===== config.mk =====
export PLATFORM = sky130hd
export DESIGN_NAME = pyr_op_queue
export DESIGN_NICKNAME = d
export VERILOG_FILES = /design/src/pyr_pkg.sv /design/src/pyr_op_queue.sv
export SDC_FILE = /design/constraint.sdc
export NUM_CORES = 1
export LEC_CHECK = 0
export ABC_AREA = 1
export BUFFER_PORTS_ARGS = -buffer_cell sky130_fd_sc_hd__buf_2
export CELL_PAD_IN_SITES_DETAIL_PLACEMENT = 1
export CELL_PAD_IN_SITES_GLOBAL_PLACEMENT = 2
export CORE_ASPECT_RATIO = 2
export CORE_MARGIN = 3
export CORE_UTILIZATION = 40
export CTS_BUF_LIST = sky130_fd_sc_hd__clkbuf_4 sky130_fd_sc_hd__clkbuf_8 sky130_fd_sc_hd__clkbuf_16
export DETAILED_ROUTE_END_ITERATION = 7
export PLACE_DENSITY = 0.79
export SETUP_SLACK_MARGIN = 0.2
export SLEW_MARGIN = 20
export SYNTH_ARGS = -nofsm -noshare
export SYNTH_HDL_FRONTEND = slang
export SYNTH_SLANG_ARGS = --single-unit
export TNS_END_PERCENT = 1

===== constraint.sdc =====
create_clock -name clock -period 5.4 [get_ports clock]
set_input_delay 0.27 -clock clock [delete_from_list [all_inputs] [get_ports clock]]
set_output_delay 0.27 -clock clock [all_outputs]
set_load 0.05 [all_outputs]

===== src/pyr_pkg.sv =====
// ----------------------------------------------------------------------------
// pyr_pkg
// Shared constants, types and address helpers of the image pyramid block.
// ----------------------------------------------------------------------------
package pyr_pkg;

   localparam int MAX_WIDTH  = 1024;
   localparam int MAX_HEIGHT = 1024;
   localparam int LEVELS     = 6;

   localparam int LVL_BITS  = 3;
   localparam int X_BITS    = 10;
   localparam int Y_BITS    = 10;
   localparam int DIM_BITS  = 11;
   localparam int PIX_BITS  = 8;
   localparam int INT_BITS  = 18;
   localparam int FRAC_BITS = 10;
   localparam int GRAD_BITS = 20;
   localparam int SQ_BITS   = 39;
   localparam int PSUM_BITS = 20;

   localparam int HIST_DEPTH = 4 * MAX_WIDTH + 2 * LEVELS;
   localparam int HIST_AW    = $clog2(HIST_DEPTH);
   localparam int RING_BITS  = $clog2(2 * MAX_WIDTH + 3);
   localparam int PAIR_DEPTH = MAX_WIDTH;
   localparam int PAIR_AW    = $clog2(PAIR_DEPTH);

   localparam int CSR_IDX_BITS  = 2;
   localparam int CSR_DATA_BITS = 11;

   localparam int OPQ_DEPTH  = 4;
   localparam int OPQ_AW     = $clog2(OPQ_DEPTH);
   localparam int RSPQ_DEPTH = 4;
   localparam int RSPQ_AW    = $clog2(RSPQ_DEPTH);

   typedef enum logic [CSR_IDX_BITS-1:0] {
      CSR_FRAME_WIDTH  = 2'd0,
      CSR_FRAME_HEIGHT = 2'd1,
      CSR_LEVELS_USED  = 2'd2
   } csr_index_type;

   typedef enum logic [1:0] {
      ST_IDLE,
      ST_OP,
      ST_MERGE
   } state_type;

   // one level step handed from the front to the back
   typedef struct packed {
      logic [LVL_BITS-1:0] lvl;
      logic [X_BITS-1:0]   x;
      logic [Y_BITS-1:0]   y;
      logic [INT_BITS-1:0] val;
      logic [HIST_AW-1:0]  wr_addr;
      logic [HIST_AW-1:0]  ur_addr;
      logic [HIST_AW-1:0]  uu_addr;
      logic                narrow;
      logic                emit_up;
      logic                grad_ok;
      logic                emit_row;
      logic                last;
   } op_type;

   typedef struct packed {
      logic [LVL_BITS-1:0]         level;
      logic [X_BITS-1:0]           x_pos;
      logic [Y_BITS-1:0]           y_pos;
      logic [INT_BITS-1:0]         intensity;
      logic signed [GRAD_BITS-1:0] grad_x;
      logic signed [GRAD_BITS-1:0] grad_y;
      logic [SQ_BITS-1:0]          grad_sq;
      logic                        grad_valid;
      logic                        last;
   } rsp_type;

   // start of the history ring of a level
   function automatic logic [HIST_AW-1:0] hist_base(input logic [LVL_BITS-1:0] l);
      int b;
      b = 0;
      for (int k = 0; k < LEVELS; k++) begin
         if (k < int'(l)) b += 2 * (MAX_WIDTH >> k) + 2;
      end
      return HIST_AW'(b);
   endfunction

   // start of the pair sum row of a level (level one and up)
   function automatic logic [PAIR_AW-1:0] pair_base(input logic [LVL_BITS-1:0] l);
      int b;
      b = 0;
      for (int k = 1; k < LEVELS; k++) begin
         if (k < int'(l)) b += (MAX_WIDTH / 2) >> (k - 1);
      end
      return PAIR_AW'(b);
   endfunction

endpackage


===== src/pyr_op_queue.sv =====
// ----------------------------------------------------------------------------
// pyr_op_queue
// Short queue of level steps between the front and the back.
// ----------------------------------------------------------------------------
module pyr_op_queue (
   input  logic            clock,
   input  logic            reset,
   input  logic            push,
   input  pyr_pkg::op_type push_op,
   output logic            full,
   input  logic            pop,
   output logic            empty,
   output pyr_pkg::op_type head_op
);

   localparam int AW = pyr_pkg::OPQ_AW;

   pyr_pkg::op_type slot_ff [pyr_pkg::OPQ_DEPTH];
   logic [AW-1:0]   wr_ptr_ff, wr_ptr_in, rd_ptr_ff, rd_ptr_in;
   logic [AW:0]     count_ff, count_in;
   logic            do_push, do_pop;

   always_comb begin
      full      = count_ff == (AW + 1)'(pyr_pkg::OPQ_DEPTH);
      empty     = count_ff == '0;
      do_push   = push && !full;
      do_pop    = pop && !empty;
      wr_ptr_in = do_push ? wr_ptr_ff + AW'(1) : wr_ptr_ff;
      rd_ptr_in = do_pop ? rd_ptr_ff + AW'(1) : rd_ptr_ff;
      count_in  = count_ff + (AW + 1)'(do_push) - (AW + 1)'(do_pop);
      head_op   = slot_ff[rd_ptr_ff];
   end

   always_ff @(posedge clock) begin
      if (reset) begin
         wr_ptr_ff <= '0;
         rd_ptr_ff <= '0;
         count_ff  <= '0;
      end else begin
         wr_ptr_ff <= wr_ptr_in;
         rd_ptr_ff <= rd_ptr_in;
         count_ff  <= count_in;
      end
   end

   always_ff @(posedge clock) begin
      if (do_push) slot_ff[wr_ptr_ff] <= push_op;
   end

endmodule


==> flow_summary.yaml <==
status:
  status: "completed"
critical_path:
  critPathMaxStageDelay_ns: 0.69
  cp_common_cell: "buf_4"
  rr_worst_depth: 5
  reg2reg_to: "slot_ff[3][20]$_DFFE_PP_"
  r2r_start: "count_ff[1]$_SDFF_PP0_"
  crit_type: "flip-flop to output pin"
  crit_required_ns: 5.13
  worstPathArrival_ns: 3.40
  rrSetupSlack_ns: 2.68
  cp_cell_sequence: "buf_4 -> buf_4 -> o21ai_0 -> o22ai_1 -> buf_2"
  path_max_fanout: 61
  worst_setup_path_end_kind: "output pin"
  setup.worst_path.start_class: "flip-flop"
  cp_slowest_cell: "dfxtp_4"
clock_network:
  path_clk_slew_ns: 0.06
  clkSinkCount: 349
  postCtsHoldBufs: 87
  cts_tree: "yes"
  clkLatencyLatePin_ns: 0.56
  cts-root-buf: "clkbuf_16"
  htreeDepth: 1
  cts_resized: 0
  clk_path_buf_depth: 3
  cts_buffers: 30
  postCtsSetupRepairBufs: 0
sta:
  tightest_slew_ns: 1.01
  clock_skew_ns: 0.0156
  finalSetupViolCount: 0
  hold_violations: 0
  fin_tns_setup_ns: 0
  period_needed_ns: 3.67
  rsz0062_at_grt: "no"
  maxSlewViolCount: 0
  fmax_mhz: 272
  slew_headroom: 0.323
  fin_crit_sh: 0.680
cells_and_area:
  fin_area_mm2: 0.0162
  layout.nets: 1240
  n_fill_cell: 3268
  drive_above_1_share: 0.211
  syn2layout_area_growth_pct: 24.0
grt:
  antenna_found_initial: 4
  grt_util_met3: 0.0283
  busiest_layer: "met2"
  grt_pass1_wl_mm: 50.5
  grt.overflow.total: 0
  grt_use_met1: 0.201
  track_usage: 0.185
  use_met2: 0.361
  grt_pass1_vias: 9201
  grt_max_degree: 99
logic_synthesis:
  ys_warn_count: 0
  ys_ff_latch: 349
  netlist_area_mm2: 0.0130
  ys_seq_area_frac: 0.796
  synth_cells: 891
  syn-num-nets: 987
  ys_types: 19
  avgSynthCellArea_um2: 14.6
pwr:
  switching_share: 0.377
  p_leak_uw: 0.00570
  p_comb_frac: 0.315
  peakVddDrop_v: 0.000437
  p_int_uw: 5100
  p_clk_frac: 0.270
  seqPwrFrac: 0.415
  p_switching_uw: 3090
  p_per_area_mw_per_mm2: 506
placed_design:
  dp_hpwl_mm: 19.0
  port_buffers: 175
  dpl_cell_area_mm2: 0.0143
  gp_congestion: 0.722
floorplan:
  dieArea_mm2: 0.0350
  initial_core_util: 0.405
  die_h_um: 261
  num_rows: 93
  core-area_mm2: 0.0322
  die_x_um: 134
  ioPinCount: 176
hold_path:
  holdCritStartpoint: "push"
  hold_depth: 3
  hold_class: "input port to flip-flop"
  hold_end: "wr_ptr_ff[0]$_SDFFE_PP0P_"
routing:
  dr.pass1.iters: 4
  ant_nets: 0
  drc: 0
  drt_iter0_markers: 563
  drt-total-wl_mm: 33.1
  vias_per_cell: 5.17
  wire_per_inst_um: 20.7
  via_count: 8277
flow_run:
  cap_violations: 0
state kept, by name, indices dropped and copies added (netlist names), named ones only:
signal and cells:
count_ff 3, rd_ptr_ff 2, slot_ff 340, wr_ptr_ff 2
cell usage in the layout, fill, tap and decap left out, drive strengths merged:
| master | instances |
|---|---|
| ha | 6 |
| o21ai | 170 |
| nand2 | 12 |
| nand3 | 4 |
| o22ai | 85 |
| inv | 20 |
| clkinvlp | 2 |
| edfxtp | 340 |
| nor2 | 184 |
| dlygate4sd3 | 87 |
| a21oi | 5 |
| fa | 1 |
| buf | 189 |
| clkbuf | 35 |
| dfxtp | 9 |
| diode | 5 |
| clkinv | 15 |
| bufinv | 4 |
stage by stage:
| step | total power, µW | hold slack, ns | setup WS, ns | cells | util |
|---|---|---|---|---|---|
| after floorplan | 5340 | 0.341 | 0.672 | 891 | - |
| after global placement | 5960 | 0.462 | 2.34 | 1452 | 0.443 |
| after detailed placement | 6020 | 0.466 | 2.27 | 1452 | 0.443 |
| after CTS | 8280 | 0.0113 | 1.66 | 1595 | 0.502 |
| after global routing | 8550 | 0.0780 | 1.46 | 1598 | 0.502 |
| final | 8190 | 0.0467 | 1.73 | 1600 | 0.502 |
cells in the mapped netlist (all sizes together):
| library cell | number | share of area |
|---|---|---|
| nand2 | 12 | 0.0035 |
| edfxtp | 340 | 0.78 |
| a21oi | 5 | 0.0019 |
| nor2 | 184 | 0.053 |
| dfxtp | 9 | 0.014 |
| ha | 6 | 0.0058 |
| o22ai | 85 | 0.041 |
| clkbuf | 38 | 0.011 |
| fa | 1 | 0.0015 |
| inv | 20 | 0.0059 |
| buf | 17 | 0.014 |
| o21ai | 170 | 0.065 |
| nand3 | 4 | 0.0015 |
cells by family after synthesis:
logic type      Yosys count  synth area share
simple gates            200            0.0579
fa+ha+maj                 7           0.00729
compound gates          260             0.108
flops                   349             0.796
buf+inv                  75            0.0307
power by group through the flow:
stage | combinational (µW) | sequential (µW) | clock (µW)
2_1_floorplan | 1900 | 3440 | 0
3_3_place_gp | 2510 | 3440 | 0
3_5_place_dp | 2560 | 3460 | 0
4_1_cts | 2620 | 3400 | 2260
5_1_grt | 2760 | 3420 | 2360
6_report | 2580 | 3400 | 2210
critical path, delay by kind of cell, from the launching register on:
kind	cells	cell delay (ns)
compound gates	2	0.51
buf+inv	3	1.57
flops	1	0.69
how the worst max path moves through the flow:
stage          depth (start not counted)  slack [ns]                 endpoint
2_1_floorplan                          4        0.67  slot_ff[0][0]$_DFFE_PP_
3_3_place_gp                           5        2.34              head_op[32]
3_5_place_dp                           5        2.27              head_op[32]
4_1_cts                                5        1.66              head_op[32]
5_1_grt                                5        1.46              head_op[32]
6_report                               5        1.73              head_op[32]
layout make-up:
class,instances,area [µm²],area share
Clock buffer,35,806,0.0498
Antenna cell,5,12.5,0.000773
Sequential cell,349,10400,0.642
Multi-Input combinational cell,467,2290,0.141
Tap cell,427,534,0.0330
Clock inverter,21,203,0.0125
Inverter,20,77.6,0.00479
Timing Repair Buffer,276,1860,0.115
metal layers:
layer	up-vias	share of wire	wire length (µm)
met4	0	0.024	806
met5	-	0	0
met3	39	0.035	1150
li1	3843	-	-
met2	153	0.56	18700
met1	4242	0.38	12500
Note: power is estimated with default switching activity, not from simulation.
